===== src/wcon_pkg.sv =====
`default_nettype none

package wcon_pkg;

  // field widths fixed by the packet and sample formats
  localparam int unsigned NODE_W  = 8;
  localparam int unsigned SEL_W   = 8;
  localparam int unsigned VALUE_W = 16;
  localparam int unsigned SIDX_W  = 3;
  localparam int unsigned LEVEL_W = 2;

  // address value after reset
  localparam logic [NODE_W-1:0] NODE_ID_RESET = 8'd1;

  // output selector that asks for a report, also the terminator's input id
  localparam logic [SEL_W-1:0] REPORT_SEL = 8'hFF;

  // item codes
  typedef enum logic {
    OP_PACKET = 1'b0,
    OP_SAMPLE = 1'b1
  } op_t;

  // result codes
  typedef enum logic {
    KIND_LEVELS  = 1'b0,
    KIND_PAYLOAD = 1'b1
  } kind_t;

endpackage : wcon_pkg

`default_nettype wire


===== src/window_comparator_output_node_core.sv =====
`default_nettype none

// Sensor node packet handler with window-comparator outputs.
// Items are offered on start and taken on a clock edge where start is high
// and busy is low. op selects a packet (dest_node, output_sel, input_sel,
// low_bound, high_bound) or a sensor sample (sample_index, sample_value).
// Each result is shown for exactly one cycle with strobe high; the
// receiver cannot stall, so nothing is ever held back on the result side.
// Any item but a report request gives one levels result via the input
// register, commit stage and result register; one such item may be taken
// every cycle while busy is low. A report request (addressed packet,
// output selector 0xFF) gives NUM_INPUTS payload beats on consecutive
// cycles, then one terminating beat with last high; busy stays high while
// the request waits and the payload counter walks the sample store one
// entry a cycle. The user must write the node address on the cfg channel
// (always ready) only while the block is idle; the block does not enforce
// it. Synchronous reset clears all windows and samples to zero, sets the
// node address to 1 and empties the pipeline.
module window_comparator_output_node_core #(
  parameter int unsigned NUM_INPUTS  = 5,
  parameter int unsigned NUM_OUTPUTS = 2
) (
  input  wire logic                          clk,
  input  wire logic                          rst,
  // item channel
  input  wire logic                          start,
  output logic                               busy,
  input  wire logic                          op,
  input  wire logic [wcon_pkg::NODE_W-1:0]   dest_node,
  input  wire logic [wcon_pkg::SEL_W-1:0]    output_sel,
  input  wire logic [wcon_pkg::SEL_W-1:0]    input_sel,
  input  wire logic [wcon_pkg::VALUE_W-1:0]  low_bound,
  input  wire logic [wcon_pkg::VALUE_W-1:0]  high_bound,
  input  wire logic [wcon_pkg::SIDX_W-1:0]   sample_index,
  input  wire logic [wcon_pkg::VALUE_W-1:0]  sample_value,
  // configuration channel
  input  wire logic                          cfg_valid,
  output logic                               cfg_ready,
  input  wire logic [wcon_pkg::NODE_W-1:0]   cfg_data,
  // result channel
  output logic                               strobe,
  output logic                               kind,
  output logic [wcon_pkg::LEVEL_W-1:0]       out_levels,
  output logic [wcon_pkg::NODE_W-1:0]        tx_node,
  output logic [wcon_pkg::SEL_W-1:0]         tx_input_id,
  output logic [wcon_pkg::VALUE_W-1:0]       tx_value,
  output logic                               last
);

  import wcon_pkg::*;

  localparam int unsigned CNT_W = $clog2(NUM_INPUTS + 1);
  localparam int unsigned IDX_W = (NUM_INPUTS > 1) ? $clog2(NUM_INPUTS) : 1;
  localparam logic [CNT_W-1:0] CNT_END = CNT_W'(NUM_INPUTS);

  // configuration
  logic [NODE_W-1:0] node_id;

  // state stores
  logic [VALUE_W-1:0] window_low  [NUM_OUTPUTS][NUM_INPUTS];
  logic [VALUE_W-1:0] window_high [NUM_OUTPUTS][NUM_INPUTS];
  logic [VALUE_W-1:0] samples     [NUM_INPUTS];

  // input register
  logic               a_valid;
  logic               a_op;
  logic [NODE_W-1:0]  a_dest;
  logic [SEL_W-1:0]   a_osel;
  logic [SEL_W-1:0]   a_isel;
  logic [VALUE_W-1:0] a_low;
  logic [VALUE_W-1:0] a_high;
  logic [SIDX_W-1:0]  a_sidx;
  logic [VALUE_W-1:0] a_sval;

  // decode of the held item
  logic a_addressed;
  logic a_report;
  logic a_win_wr;
  logic a_smp_wr;

  // commit stage: levels pending or report walk
  logic             b_levels;
  logic             b_report;
  logic [CNT_W-1:0] b_cnt;

  // combinational results
  logic [LEVEL_W-1:0] levels;
  logic [VALUE_W-1:0] pay_value;
  logic               pay_end;

  // configuration port always takes a beat
  assign cfg_ready = 1'b1;

  always_ff @(posedge clk) begin
    if (rst) begin
      node_id <= NODE_ID_RESET;
    end else if (cfg_valid && cfg_ready) begin
      node_id <= cfg_data;
    end
  end

  // input register
  always_ff @(posedge clk) begin
    if (rst) begin
      a_valid <= 1'b0;
    end else begin
      a_valid <= start && !busy;
    end
  end

  always_ff @(posedge clk) begin
    if (start && !busy) begin
      a_op   <= op;
      a_dest <= dest_node;
      a_osel <= output_sel;
      a_isel <= input_sel;
      a_low  <= low_bound;
      a_high <= high_bound;
      a_sidx <= sample_index;
      a_sval <= sample_value;
    end
  end

  // decode
  always_comb begin
    a_addressed = (a_op == OP_PACKET) && (a_dest == node_id);
    a_report    = a_valid && a_addressed && (a_osel == REPORT_SEL);
    a_win_wr    = a_valid && a_addressed && (a_osel < SEL_W'(NUM_OUTPUTS))
                  && (a_isel < SEL_W'(NUM_INPUTS));
    a_smp_wr    = a_valid && (a_op == OP_SAMPLE)
                  && ({{(SEL_W-SIDX_W){1'b0}}, a_sidx} < SEL_W'(NUM_INPUTS));
  end

  // busy while a report waits to start or its walk has not reached the end
  assign busy = a_report || (b_report && (b_cnt != CNT_END));

  // window and sample stores
  always_ff @(posedge clk) begin
    if (rst) begin
      for (int i = 0; i < NUM_OUTPUTS; i++) begin
        for (int j = 0; j < NUM_INPUTS; j++) begin
          window_low[i][j]  <= '0;
          window_high[i][j] <= '0;
        end
      end
      for (int j = 0; j < NUM_INPUTS; j++) begin
        samples[j] <= '0;
      end
    end else begin
      for (int i = 0; i < NUM_OUTPUTS; i++) begin
        for (int j = 0; j < NUM_INPUTS; j++) begin
          if (a_win_wr && (a_osel == SEL_W'(i)) && (a_isel == SEL_W'(j))) begin
            window_low[i][j]  <= a_low;
            window_high[i][j] <= a_high;
          end
        end
      end
      for (int j = 0; j < NUM_INPUTS; j++) begin
        if (a_smp_wr && ({{(SEL_W-SIDX_W){1'b0}}, a_sidx} == SEL_W'(j))) begin
          samples[j] <= a_sval;
        end
      end
    end
  end

  // commit stage control
  always_ff @(posedge clk) begin
    if (rst) begin
      b_levels <= 1'b0;
      b_report <= 1'b0;
      b_cnt    <= '0;
    end else begin
      b_levels <= a_valid && !a_report;
      if (a_report) begin
        b_report <= 1'b1;
        b_cnt    <= '0;
      end else if (b_report) begin
        if (b_cnt == CNT_END) begin
          b_report <= 1'b0;
        end else begin
          b_cnt <= b_cnt + 1'b1;
        end
      end
    end
  end

  // window comparison over the reported outputs
  always_comb begin
    levels = '0;
    for (int i = 0; (i < LEVEL_W) && (i < NUM_OUTPUTS); i++) begin
      levels[i] = 1'b1;
      for (int j = 0; j < NUM_INPUTS; j++) begin
        if ((samples[j] < window_low[i][j]) || (samples[j] > window_high[i][j])) begin
          levels[i] = 1'b0;
        end
      end
    end
  end

  // payload value for the current walk position
  always_comb begin
    pay_end   = (b_cnt == CNT_END);
    pay_value = '0;
    if (!pay_end) begin
      pay_value = samples[b_cnt[IDX_W-1:0]];
    end
  end

  // result register
  always_ff @(posedge clk) begin
    if (rst) begin
      strobe <= 1'b0;
    end else begin
      strobe <= b_levels || b_report;
    end
  end

  always_ff @(posedge clk) begin
    if (b_levels) begin
      kind        <= KIND_LEVELS;
      out_levels  <= levels;
      tx_node     <= '0;
      tx_input_id <= '0;
      tx_value    <= '0;
      last        <= 1'b1;
    end else if (b_report) begin
      kind        <= KIND_PAYLOAD;
      out_levels  <= '0;
      tx_node     <= node_id;
      tx_input_id <= pay_end ? REPORT_SEL : SEL_W'(b_cnt);
      tx_value    <= pay_value;
      last        <= pay_end;
    end
  end

endmodule : window_comparator_output_node_core

`default_nettype wire

===== config.mk =====
export PLATFORM = sky130hd
export DESIGN_NAME = window_comparator_output_node_core
export DESIGN_NICKNAME = d
export VERILOG_FILES = /design/src/wcon_pkg.sv /design/src/window_comparator_output_node_core.sv
export SDC_FILE = /design/constraint.sdc
export NUM_CORES = 1
export LEC_CHECK = 0
export BUFFER_PORTS_ARGS = -buffer_cell sky130_fd_sc_hd__buf_2
export CAP_MARGIN = 20
export CORE_MARGIN = 8
export CORE_UTILIZATION = 36
export CTS_CLUSTER_SIZE = 30
export DETAILED_ROUTE_END_ITERATION = 10
export HOLD_SLACK_MARGIN = 0.05
export SYNTH_ARGS = -nofsm -noshare
export SYNTH_HDL_FRONTEND = slang
export SYNTH_SLANG_ARGS = --single-unit

===== constraint.sdc =====
create_clock -name clk -period 5.27 [get_ports clk]
set_input_delay 0.527 -clock clk [delete_from_list [all_inputs] [get_ports clk]]
set_output_delay 0.527 -clock clk [all_outputs]
set_load 0.02 [all_outputs]

== After elaboration in Yosys (flattened, before gate mapping) ==
Memories as Yosys holds them, arrays and structs flattened. A register that Yosys moved wholly into a read port is not among the register bits.
Cells that the tools add are included.
Word-level totals
  bits in registers: 127
  memory bits (writable): 400
  input port bits: 88
  output and inout port bits: 39
  logic and storage cells: 225
  memories kept: 3
Operators by class
  add/sub/neg operators: 1
  magnitude comparators: 23
  equality and inequality tests: 13
  muxes and demuxes: 91
  bitwise operators: 27
  reduce and logical (&&, ||, !) cells: 47
Memories
  window_high: depth 2, bits a word 80, rd ports 2, clocked after Yosys merged registers in 0, write ports 2, line window_comparator_output_node_core.sv:61  | logic [VALUE_W-1:0] window_high [NUM_OUTPUTS][NUM_INPUTS];
  window_low: depth 2, bits a word 80, rd ports 2, clocked after Yosys merged registers in 0, write ports 2, line window_comparator_output_node_core.sv:60  | logic [VALUE_W-1:0] window_low [NUM_OUTPUTS][NUM_INPUTS];
  samples: depth 5, bits a word 16, rd ports 6, clocked after Yosys merged registers in 1, write ports 5, line window_comparator_output_node_core.sv:62  | logic [VALUE_W-1:0] samples [NUM_INPUTS];
Operator list (number)
  2-to-1 mux 16 bit: 26
  > comparator 16 bit: 10
  < comparator 16 bit: 10
  2-to-1 mux 1 bit: 60
  logical AND 1 bit: 27
  OR 1 bit: 25
  equality test 8 x 1 -> 1 bit (second input constant): 2
  equality test 8 x 2 -> 1 bit (second input constant): 2
  logical NOT 8 bit: 2
  logical OR 1 bit: 12
  equality test 8 x 3 -> 1 bit (second input constant): 1
  equality test 8 bit: 1
  equality test 8 bit (second input constant): 1
  < comparator 8 x 2 -> 1 bit (second input constant): 1
  < comparator 8 x 3 -> 1 bit (second input constant): 1
  2-to-1 mux 8 bit: 1
  equality test 3 x 2 -> 1 bit (second input constant): 2
  equality test 3 bit (second input constant): 2
  2-to-1 mux 3 bit: 2
  2-to-1 mux 2 bit: 2
  adder 3 x 1 -> 3 bit (second input constant): 1
  equality test 3 x 1 -> 1 bit (second input constant): 1
  logical NOT 3 bit: 1
  < comparator 3 bit (second input constant): 1
  other kinds (6): 8

== Depth between registers and ports, before layout ==
Gate-level depths: netlist of run 1.
  depth after elaboration: 11
  gate-level depth with buffers: 10
  gate-level depth less buffers: 9

== Worst setup path after synthesis of run 1 ==
Ideal clock, no wire load.
  path kind: register to register
  from: register a_dest[7]
  to: memory window_high[0][32] (netlist name), enable pin
  library setup time: 511 ps
  arrival: 4752 ps
  data required time: 4759 ps
  path slack: 8 ps
  cell stages (with the launch flop): 7
  path buffers: 1
  clock period less this slack: 5262 ps
  path through: edfxtp_1 > xor2_1 > nor4_1 > nand3_1 > or3_1 > buf_2 > o41ai_1
RTL lines
  start: declaration: line window_comparator_output_node_core.sv:67  | logic [NODE_W-1:0] a_dest;
  start signal: assignment: line window_comparator_output_node_core.sv:114  | a_dest <= dest_node;
  end: declaration: line window_comparator_output_node_core.sv:61

==> results of run 1 <==
[logic make-up after synthesis]
group                      Yosys count
muxes                               49
other                                1
and+or+nand+nor                    501
AOI/OAI and AO/OA                  293
DFF                                526
adders and majority gates          312
xor gates and xnor gates            11
buffers and inverters              360
[worst reg2reg max path, cell delays in order, from the launching register on]
cell and delay (ns):
edfxtp_1 0.37, xor2_1 0.16, nor4_1 0.43, nand3_1 0.18
or3_1 0.60, or2_1 0.59, o21ai_4 0.93
[timing repair]
| item | 4_1_cts | 5_1_grt |
|---|---|---|
| gates resized for setup | 0 | 0 |
| hold buffers | 3 | 0 |
| hold endpoints to repair | 3 | 0 |
[layout by cell type, fill, tap and decap left out, types with 4 or more instances in the layout]
cell	instances
inv_1	317
a21oi_1	105
mux4_2	16
edfxtp_1	478
o211ai_1	12
nand3_1	24
a21o_1	32
xor2_1	10
o21a_1	7
clkinvlp_4	6
and2_1	208
dfxtp_1	48
nor3_1	18
nand4_1	56
clkinv_2	11
o31ai_4	4
nand2_1	72
nor2_1	69
o31ai_1	4
a2111oi_0	9
mux2i_1	33
clkbuf_16	58
bufinv_16	4
o21ai_0	57
buf_2	125
nor4_1	10
clkinv_1	6
clkbuf_8	7
nand2b_1	8
o31a_1	5
ha_1	312
a211oi_1	21
clkbuf_1	9
nor2b_1	17
buf_4	15
[routing by layer]
metal | share of wire, % | global-route usage [%] | up-vias | wire [um]
li1 | - | - | 7691 | -
met1 | 42 | 23.34 | 8184 | 31600
met2 | 47 | 29.52 | 580 | 34990
met3 | 7.0 | 3.006 | 136 | 5208
met4 | 3.6 | 6.851 | 0 | 2699
met5 | 0 | 0 | - | 0
[worst paths after layout]
check / startpoint / endpoint / slack [ns] / cells past startpoint
setup reg to reg: a_dest[7] / window_high[1][25] / 1.61 / 6
hold / removal: sample_value[8] / a_sval[8] / 0.07 / 1
setup / recovery: a_dest[7] / window_high[1][25] / 1.61 / 6
hold reg to reg: tx_value[5] / tx_value[5] / 0.46 / 2
[per-stage QoR]
stage	util, %	hold WS [ns]	setup WS, ns
global route	41.75	0.06377	1.399
finish	41.75	0.07471	1.606
floorplan	-	0.4447	0.007614
global placement	39.03	0.4382	1.588
detailed placement	39.07	0.4463	1.467
CTS	41.72	0.05038	1.448
[report_power, final]
part	internal [mW]	switching [mW]	total, mW	leakage (nW)
Clock	2.31	1.69	3.99	0.905
Combinational	0.243	0.381	0.625	6.24
Sequential	4.70	0.168	4.87	5.27
[flip-flops by register name, indices dropped and copies added (netlist names), 2 cells and up, named ones only]
register / count
a_osel: 8
a_isel: 8
a_sval: 16
window_low: 160
a_low: 16
a_dest: 8
window_high: 160
node_id: 8
b_cnt: 3
tx_node: 8
out_levels: 2
tx_input_id: 4
tx_value: 16
a_high: 16
samples: 80
a_sidx: 3
[area by class of cell]
cell class / instances / area, um2 / share of cell area [%]
Clock buffer: 74 / 1582 / 5.299
Clock inverter: 31 / 282.8 / 0.9475
Inverter: 317 / 1190 / 3.987
Multi-Input combinational cell: 1167 / 9472 / 31.74
Sequential cell: 526 / 15310 / 51.32
Tap cell: 950 / 1189 / 3.983
Timing Repair Buffer: 146 / 814.5 / 2.729
==> results.json, run 1 <==
{
  "synthToLayoutAreaGrowth_pct": 14.66,
  "max_slew_margin_pct": 28.49,
  "synth-main-ff-cell": "edfxtp_1",
  "synthSimpleGateAreaFrac_pct": 10.71,
  "synth_compound_area_share_pct": 7.061,
  "cts_tree": "done",
  "netlist_top_cells_count": "edfxtp_1, inv_1, ha_1",
  "startpoint_type": "flip-flop",
  "start_util_pct": 36.41,
  "setup_violations": 0,
  "period_minus_slack_ns": 3.664,
  "synth_top_area_share_pct": 55.15,
  "placed_cell_area_mm2": 0.02793,
  "vias": 16590,
  "die_width_um": 284.9,
  "numCtsBuffers": 56,
  "drt_iter0_markers": 1323,
  "rsz0062_at_grt": "false",
  "path_cells": "xor2_1, nor4_1, nand3_1, or3_1, or2_1, o21ai_4",
  "antenna_found_initial": 4,
  "final_area_mm2": 0.02984,
  "globalRouteTotalUtil_pct": 17.84,
  "synth_cell_types": 63,
  "hold_violations": 0,
  "numPortBuffers": 125,
  "die-area_mm2": 0.08116,
  "grt_pass1_wl_um": 108000,
  "detail-route-antenna-nets": 0,
  "path_clk_slew_ns": 0.06,
  "drv_slew": 0,
  "synthArstFlopShare_pct": 0,
  "wl_per_cell_um": 23.20,
  "synthCells": 2053,
  "synth_xor_area_share_pct": 0.3701,
  "postCtsSetupBuffers": 0,
  "muxShareOfSynthArea_pct": 2.653,
  "final_nets": 2614,
  "worst_pin_slew_ns": 1.070,
  "coreArea_mm2": 0.07149,
  "period_share_pct": 69.53,
  "yosysWarnings": 0,
  "hold_path.class": "input pin to flip-flop",
  "grt_pass1_vias": 16810,
  "ios": 127,
  "critical-path-max-stage-delay_ns": 0.93,
  "die_h_um": 284.9,
  "cts.path.max_buffers": 3,
  "syn-num-nets": 2453,
  "yosys.area.top_type": "edfxtp_1",
  "dpl.hpwl_um": 55870,
  "cts.sinks": 526,
  "synth-edff-count": 478,
  "diodes": 0,
  "p_per_area_mw_per_mm2": 317.9,
  "synth_top_family_by_area": "adder cells",
  "yosysMostFrequentCell": "edfxtp_1",
  "crit_buf_inv": 0,
  "ys_ff_latch": 526,
  "synthTopCellsByArea": "edfxtp_1, ha_1, and2_1, inv_1, dfxtp_1",
  "dpl.cell_count": 3102,
  "clock_skew_ns": 0.04058,
  "ir_drop_v": 0.0002614,
  "vias_per_cell": 5.167,
  "rows": 98,
  "drive_gt1_share_pct": 11.99,
  "yosysSeqAreaShare_pct": 58.84,
  "postSynthAreaPerCell_um2": 12.68,
  "finalWirelength_um": 74490,
  "leakage_nw": 12.41,
  "nFillCells": 6585,
  "cp_max_fo": 32,
  "cap_violations": 0,
  "required_ns": 5.49,
  "critPathCaptureType": "flip-flop",
  "syn-cell-area_mm2": 0.02603,
  "cts-root-buf": "clkbuf_16",
  "grt_max_degree": 77,
  "crit_type": "flip-flop to flip-flop",
  "grt_overflow": 0,
  "ctsHtreeMaxLevel": 2,
  "insertion_delay_ns": 0.63,
  "final_cells": 3211,
  "outcome": "complete, no violations",
  "drt_first_pass_iters": 5,
  "finalPower_mw": 9.488,
  "cp.arrival_ns": 3.88,
  "crit_family": "simple AND/OR/NAND/NOR gates",
  "fmax_mhz": 272.9,
  "drc": 0,
  "fin_setup_tns_ns": 0,
  "critPathSlowestCell": "o21ai_4",
  "gp_congestion": 0.8981,
  "synth_fa_ha_area_share_pct": 15.00
}
(Power assumes the default switching activity.)
==> run 2, diff against run 1 <==
==> constraint.sdc (replaced) <==
create_clock -name clk -period 3.06 [get_ports clk]
set_input_delay 0.306 -clock clk [delete_from_list [all_inputs] [get_ports clk]]
set_output_delay 0.306 -clock clk [all_outputs]
set_load 0.02 [all_outputs]
==> run 2 against run 1 <==
Net effect: worst hold slack gained 0.067 ns; final area rose by 5.5%; combinational power grew 120%; via count up 4.9%; global-route usage rose by 1.4 points; utilization grew 2.3 points; largest cell class unchanged; non-clock buffer count increased by 175; total power up 72%; sequential share of layout area shrank 2.7 points; sequential power is 71% higher; clock-buffer cell count increased by 7; first-iteration DRC count grew 12%.
==> results.json, run 2 (same netlist as run 1, synthesis figures left out) <==
{
  "cts.sinks": 526,
  "crit_family": "compound AO/OA/AOI/OAI gates",
  "outcome": "complete, no violations",
  "critPathSlowestCell": "a211oi_1",
  "gr-usage-met2_pct": 32.07,
  "die_width_um": 284.9,
  "ctsHtreeMaxLevel": 2,
  "cap_violations": 0,
  "synthToLayoutAreaGrowth_pct": 21.01,
  "fmax_mhz": 333.0,
  "path_cells": "ha_1, nand4_1, a21oi_1, a211oi_1, o31a_1, o221ai_1, buf_4, nor4_1, buf_4",
  "final_nets": 2787,
  "hold_violations": 0,
  "grt_overflow": 0,
  "ios": 127,
  "crit_type": "flip-flop to flip-flop",
  "vias_per_cell": 5.143,
  "drv_slew": 0,
  "insertion_delay_ns": 0.62,
  "final_cell_mix": "edfxtp_1, inv_1, ha_1",
  "detail-route-antenna-nets": 0,
  "grt.busiest_layer": "met2",
  "crit_buf_inv": 2,
  "worst_pin_slew_ns": 0.7211,
  "clock_skew_ns": 0.02839,
  "dpl.cell_count": 3195,
  "cts.path.max_buffers": 3,
  "antenna_found_initial": 6,
  "max_slew_margin_pct": 51.64,
  "met1_usage_pct": 24.68,
  "drc": 0,
  "drt_first_pass_iters": 5,
  "gp_congestion": 0.9197,
  "final_cells": 3383,
  "leakage_nw": 13.29,
  "postCtsSetupBuffers": 0,
  "r2r_setup_slack_ns": 0.06,
  "rows": 98,
  "critical-path-max-stage-delay_ns": 0.63,
  "numCtsBuffers": 54,
  "dpl_worst_slack_ns": -0.02706,
  "cts_tree": "done",
  "reg.largest.list": "window_high x160, window_low x160, samples x80",
  "grt_pass1_wl_um": 116100,
  "hold_path.class": "input pin to flip-flop",
  "cp.arrival_ns": 3.48,
  "dpl.hpwl_um": 60270,
  "startpoint_type": "flip-flop",
  "fin_util_pct": 44.06,
  "numPortBuffers": 125,
  "period_minus_slack_ns": 3.003,
  "setup_violations": 0,
  "use_met3_pct": 3.810,
  "grt_max_degree": 77,
  "ir_drop_v": 0.0004275,
  "start_util_pct": 36.41,
  "die_h_um": 284.9,
  "fin_ws_ns": 0.05665,
  "cp_max_fo": 5,
  "finalWirelength_um": 79890,
  "crit_path_frequent_cell": "buf_4",
  "required_ns": 3.54,
  "final_common_cell": "edfxtp_1",
  "p_per_area_mw_per_mm2": 517.5,
  "die-area_mm2": 0.08116,
  "rsz0062_at_grt": "false",
  "vias": 17400,
  "coreArea_mm2": 0.07149,
  "path_clk_slew_ns": 0.06,
  "critPathCaptureType": "flip-flop",
  "period_share_pct": 98.15,
  "grt_pass1_vias": 18090,
  "drt_iter0_markers": 1486,
  "wl_per_cell_um": 23.62,
  "globalRouteTotalUtil_pct": 19.23,
  "cts-root-buf": "clkbuf_16",
  "finalPower_mw": 16.30,
  "drive_gt1_share_pct": 15.21,
  "nFillCells": 6404
}
[run 2: changes by cell type in the layout (fill, tap and decap cells not counted), moves of 2 or more]
cell           change
clkinv_4           -2
buf_4             +80
o41ai_4            +2
buf_12            +15
and2_2            +12
clkbuf_8           +5
nor3_2             +2
bufinv_16          -4
o41ai_2            -2
clkinvlp_4         -5
and2_1            -12
dlygate4sd3_1     +82
[run 2: routing by layer]
layer  up-vias  share of wire [%]
met5         -                  0
met4         0                4.0
met3       137                7.1
met2       659                 47
met1      8578                 42
li1       8024                  -
[run 2: worst paths after layout]
check	startpoint	end	cells past startpoint
worst min register to register	tx_value[4]	tx_value[4]	2
worst max register to register	samples[4][14]	out_levels[1]	9
worst max-delay path	samples[4][14]	out_levels[1]	9
worst min-delay path	cfg_valid	node_id[0]	3
[run 2: area by class of cell]
cell class,count,area [um2],area share [%]
repair buffers,321,2510,7.969
clock buffers,81,1679,5.331
flip-flops and latches,526,15310,48.62
well taps,950,1189,3.774
multi-input cells,1167,9514,30.21
inverters,317,1190,3.778
diodes,1,2.502,0.007945
clock inverters,20,97.59,0.3099
[run 2: power breakdown]
part | internal, mW | switching (mW)
combinational | 0.576 | 0.801
sequential | 8.09 | 0.222
clock | 3.78 | 2.83
total | 12.4 | 3.85
[run 2: metrics by stage]
stage                     area [um2]  hold WS (ns)  setup TNS, ns
after floorplan                26090        0.4049         -60.96
after global routing           31490        0.1368              0
after detailed placement       28820        0.4397        -0.1929
final                          31500        0.1414              0
after global placement         28820        0.4371              0
after CTS                      31450        0.1020              0
[run 2: worst min-delay path, stage by stage]
cell and delay [ns]:
buf_2 0.19, mux2i_1 0.15, nand2_1 0.06
[run 2: repair_timing]
| item | in CTS | in global routing |
|---|---|---|
| gates resized for setup | 1 | 14 |
| hold buffers | 85 | 0 |
| endpoints found under the hold margin | 85 | 0 |
| setup endpoints to repair | 33 | 61 |
==> run 3, diff against run 2 <==
--- a/config.mk
+++ b/config.mk
@@ -8,10 +8,11 @@
 export BUFFER_PORTS_ARGS = -buffer_cell sky130_fd_sc_hd__buf_2
 export CAP_MARGIN = 20
 export CORE_MARGIN = 8
-export CORE_UTILIZATION = 36
+export CORE_UTILIZATION = 56
 export CTS_CLUSTER_SIZE = 30
 export DETAILED_ROUTE_END_ITERATION = 10
 export HOLD_SLACK_MARGIN = 0.05
+export PLACE_DENSITY = 0.77
 export SYNTH_ARGS = -nofsm -noshare
 export SYNTH_HDL_FRONTEND = slang
 export SYNTH_SLANG_ARGS = --single-unit
==> run 3 against run 2 <==
Net effect: worst hold slack worse by 0.065 ns; via count increased by 3.4%; first-iteration DRC count rose by 41%; flip-flop and latch count did not move.
==> results.json, run 3 (same netlist as run 1, synthesis figures left out) <==
{
  "crit_buf_inv": 0,
  "drv_slew": 0,
  "numCtsBuffers": 52,
  "die-area_mm2": 0.05363,
  "outcome": "complete, no violations",
  "cts-root-buf": "clkbuf_16",
  "vias_per_cell": 5.914,
  "cap_violations": 0,
  "setup_violations": 0,
  "dpl.hpwl_um": 55950,
  "drt_iter0_markers": 2096,
  "finalWirelength_um": 76980,
  "final_area_mm2": 0.03122,
  "coreArea_mm2": 0.04626,
  "synthToLayoutAreaGrowth_pct": 19.96,
  "max_slew_margin_pct": 30.03,
  "critical-path-max-stage-delay_ns": 0.49,
  "grt_pass1_wl_um": 113400,
  "drive_gt1_share_pct": 15.29,
  "fmax_mhz": 341.2,
  "path_cells": "ha_1, a21o_1, a31oi_1, o21ai_0, a2111oi_0, a2111oi_0, nor3_1, nor4_1",
  "finalPower_mw": 16.78,
  "dpl_worst_slack_ns": 0.03935,
  "intPower_mw": 12.90,
  "p_sw_mw": 3.878,
  "globalRouteTotalUtil_pct": 28.56,
  "numPortBuffers": 125,
  "rsz0062_at_grt": "false",
  "die_h_um": 231.6,
  "cts.sinks": 526,
  "hold_path.class": "input pin to flip-flop",
  "cp.arrival_ns": 3.27,
  "detail-route-antenna-nets": 0,
  "crit_family": "compound AO/OA/AOI/OAI gates",
  "seqPwrFrac_pct": 49.4,
  "vias": 18000,
  "ir_drop_v": 0.0005030,
  "cp_max_fo": 5,
  "path_clk_slew_ns": 0.07,
  "hold_violations": 0,
  "start_util_pct": 56.27,
  "die_width_um": 231.6,
  "switching_share_pct": 23.11,
  "drt_first_pass_iters": 6,
  "startpoint_type": "flip-flop",
  "reg.largest.list": "window_high x160, window_low x160, samples x80",
  "postCtsSetupBuffers": 0,
  "p_clk_share_pct": 42.3,
  "required_ns": 3.40,
  "final_nets": 2789,
  "wl_per_cell_um": 25.30,
  "insertion_delay_ns": 0.61,
  "antenna_found_initial": 3,
  "drc": 0,
  "critPathCaptureType": "flip-flop",
  "leakage_nw": 13.34,
  "grt_pass1_vias": 18420,
  "critPathSlowestCell": "edfxtp_1",
  "p_per_area_mw_per_mm2": 537.3,
  "ctsHtreeMaxLevel": 2,
  "fin_util_pct": 67.50,
  "crit_type": "flip-flop to flip-flop",
  "combPwrFrac_pct": 8.3,
  "final_common_cell": "edfxtp_1",
  "period_share_pct": 95.78,
  "fin_setup_tns_ns": 0,
  "cts_tree": "done",
  "final_cell_mix": "edfxtp_1, inv_1, ha_1",
  "crit_path_frequent_cell": "a2111oi_0",
  "worst_pin_slew_ns": 1.050,
  "clock_skew_ns": 0.01312,
  "placed_cell_area_mm2": 0.02841,
  "fin_ws_ns": 0.1290,
  "grt_max_degree": 77,
  "cts.path.max_buffers": 3,
  "period_minus_slack_ns": 2.931,
  "gp_congestion": 0.9572,
  "ios": 127,
  "nFillCells": 3227,
  "rows": 79,
  "grt_overflow": 0
}
## run 3: cell count changes in the layout (fill, tap and decap cells not counted), moves of 3 or more
cell / previous run / this run
bufinv_16: 0 / 9
and2_1: 196 / 203
and2_2: 12 / 5
clkbuf_8: 12 / 5
clkinv_1: 7 / 2
clkinv_2: 11 / 6
clkinvlp_4: 1 / 6
clkbuf_1: 10 / 6
clkinv_4: 0 / 4
clkbuf_16: 59 / 56
dlygate4sd3_1: 85 / 88
inv_6: 1 / 4
o21ai_2: 0 / 3
## run 3: timing repair
item                                    in CTS  in global routing
hold buffers                                88                  0
resized for setup                            0                  6
endpoints found under the hold margin       85                  0
endpoints found under the setup margin       0                 35
## run 3: power groups by stage
stage | Sequential (mW) | Combinational (mW) | Clock, mW
6_report | 8.29 | 1.39 | 7.09
5_1_grt | 8.31 | 1.51 | 7.36
4_1_cts | 8.28 | 1.36 | 7.11
3_5_place_dp | 8.43 | 1.26 | 0
3_3_place_gp | 8.43 | 1.20 | 0
2_1_floorplan | 8.36 | 0.694 | 0
## run 3: layer usage
metal / GRT usage (%) / wire length (um) / part of all wire (%)
met4: 13.65 / 3863 / 5.0
met5: 0 / 0 / 0
met3: 5.918 / 8067 / 10
met1: 36.55 / 29210 / 38
met2: 46.28 / 35840 / 47
## run 3: cell type report
| cell class | instances | area, um2 | area share, % |
|---|---|---|---|
| Antenna cell | 3 | 7.507 | 0.02404 |
| Clock buffer | 67 | 1493 | 4.780 |
| Clock inverter | 31 | 422.9 | 1.354 |
| Inverter | 317 | 1190 | 3.811 |
| Multi-Input combinational cell | 1167 | 9494 | 30.41 |
| Sequential cell | 526 | 15320 | 49.05 |
| Tap cell | 607 | 759.5 | 2.432 |
| Timing Repair Buffer | 325 | 2542 | 8.142 |
## run 3: worst paths after layout
kind | start | endpoint | slack [ns] | cells after the start
setup / recovery | samples[0][2] | out_levels[1] | 0.13 | 8
hold reg to reg | tx_value[8] | tx_value[8] | 0.45 | 2
hold / removal | rst | node_id[6] | 0.08 | 2
setup reg to reg | samples[0][2] | out_levels[1] | 0.13 | 8
## run 3: metrics by stage
stage	hold WS [ns]	std cells
after floorplan	0.4049	2053
after global placement	0.4339	2853
after detailed placement	0.4421	2854
after CTS	0.05964	3040
after global routing	0.08763	3040
final	0.07647	3043
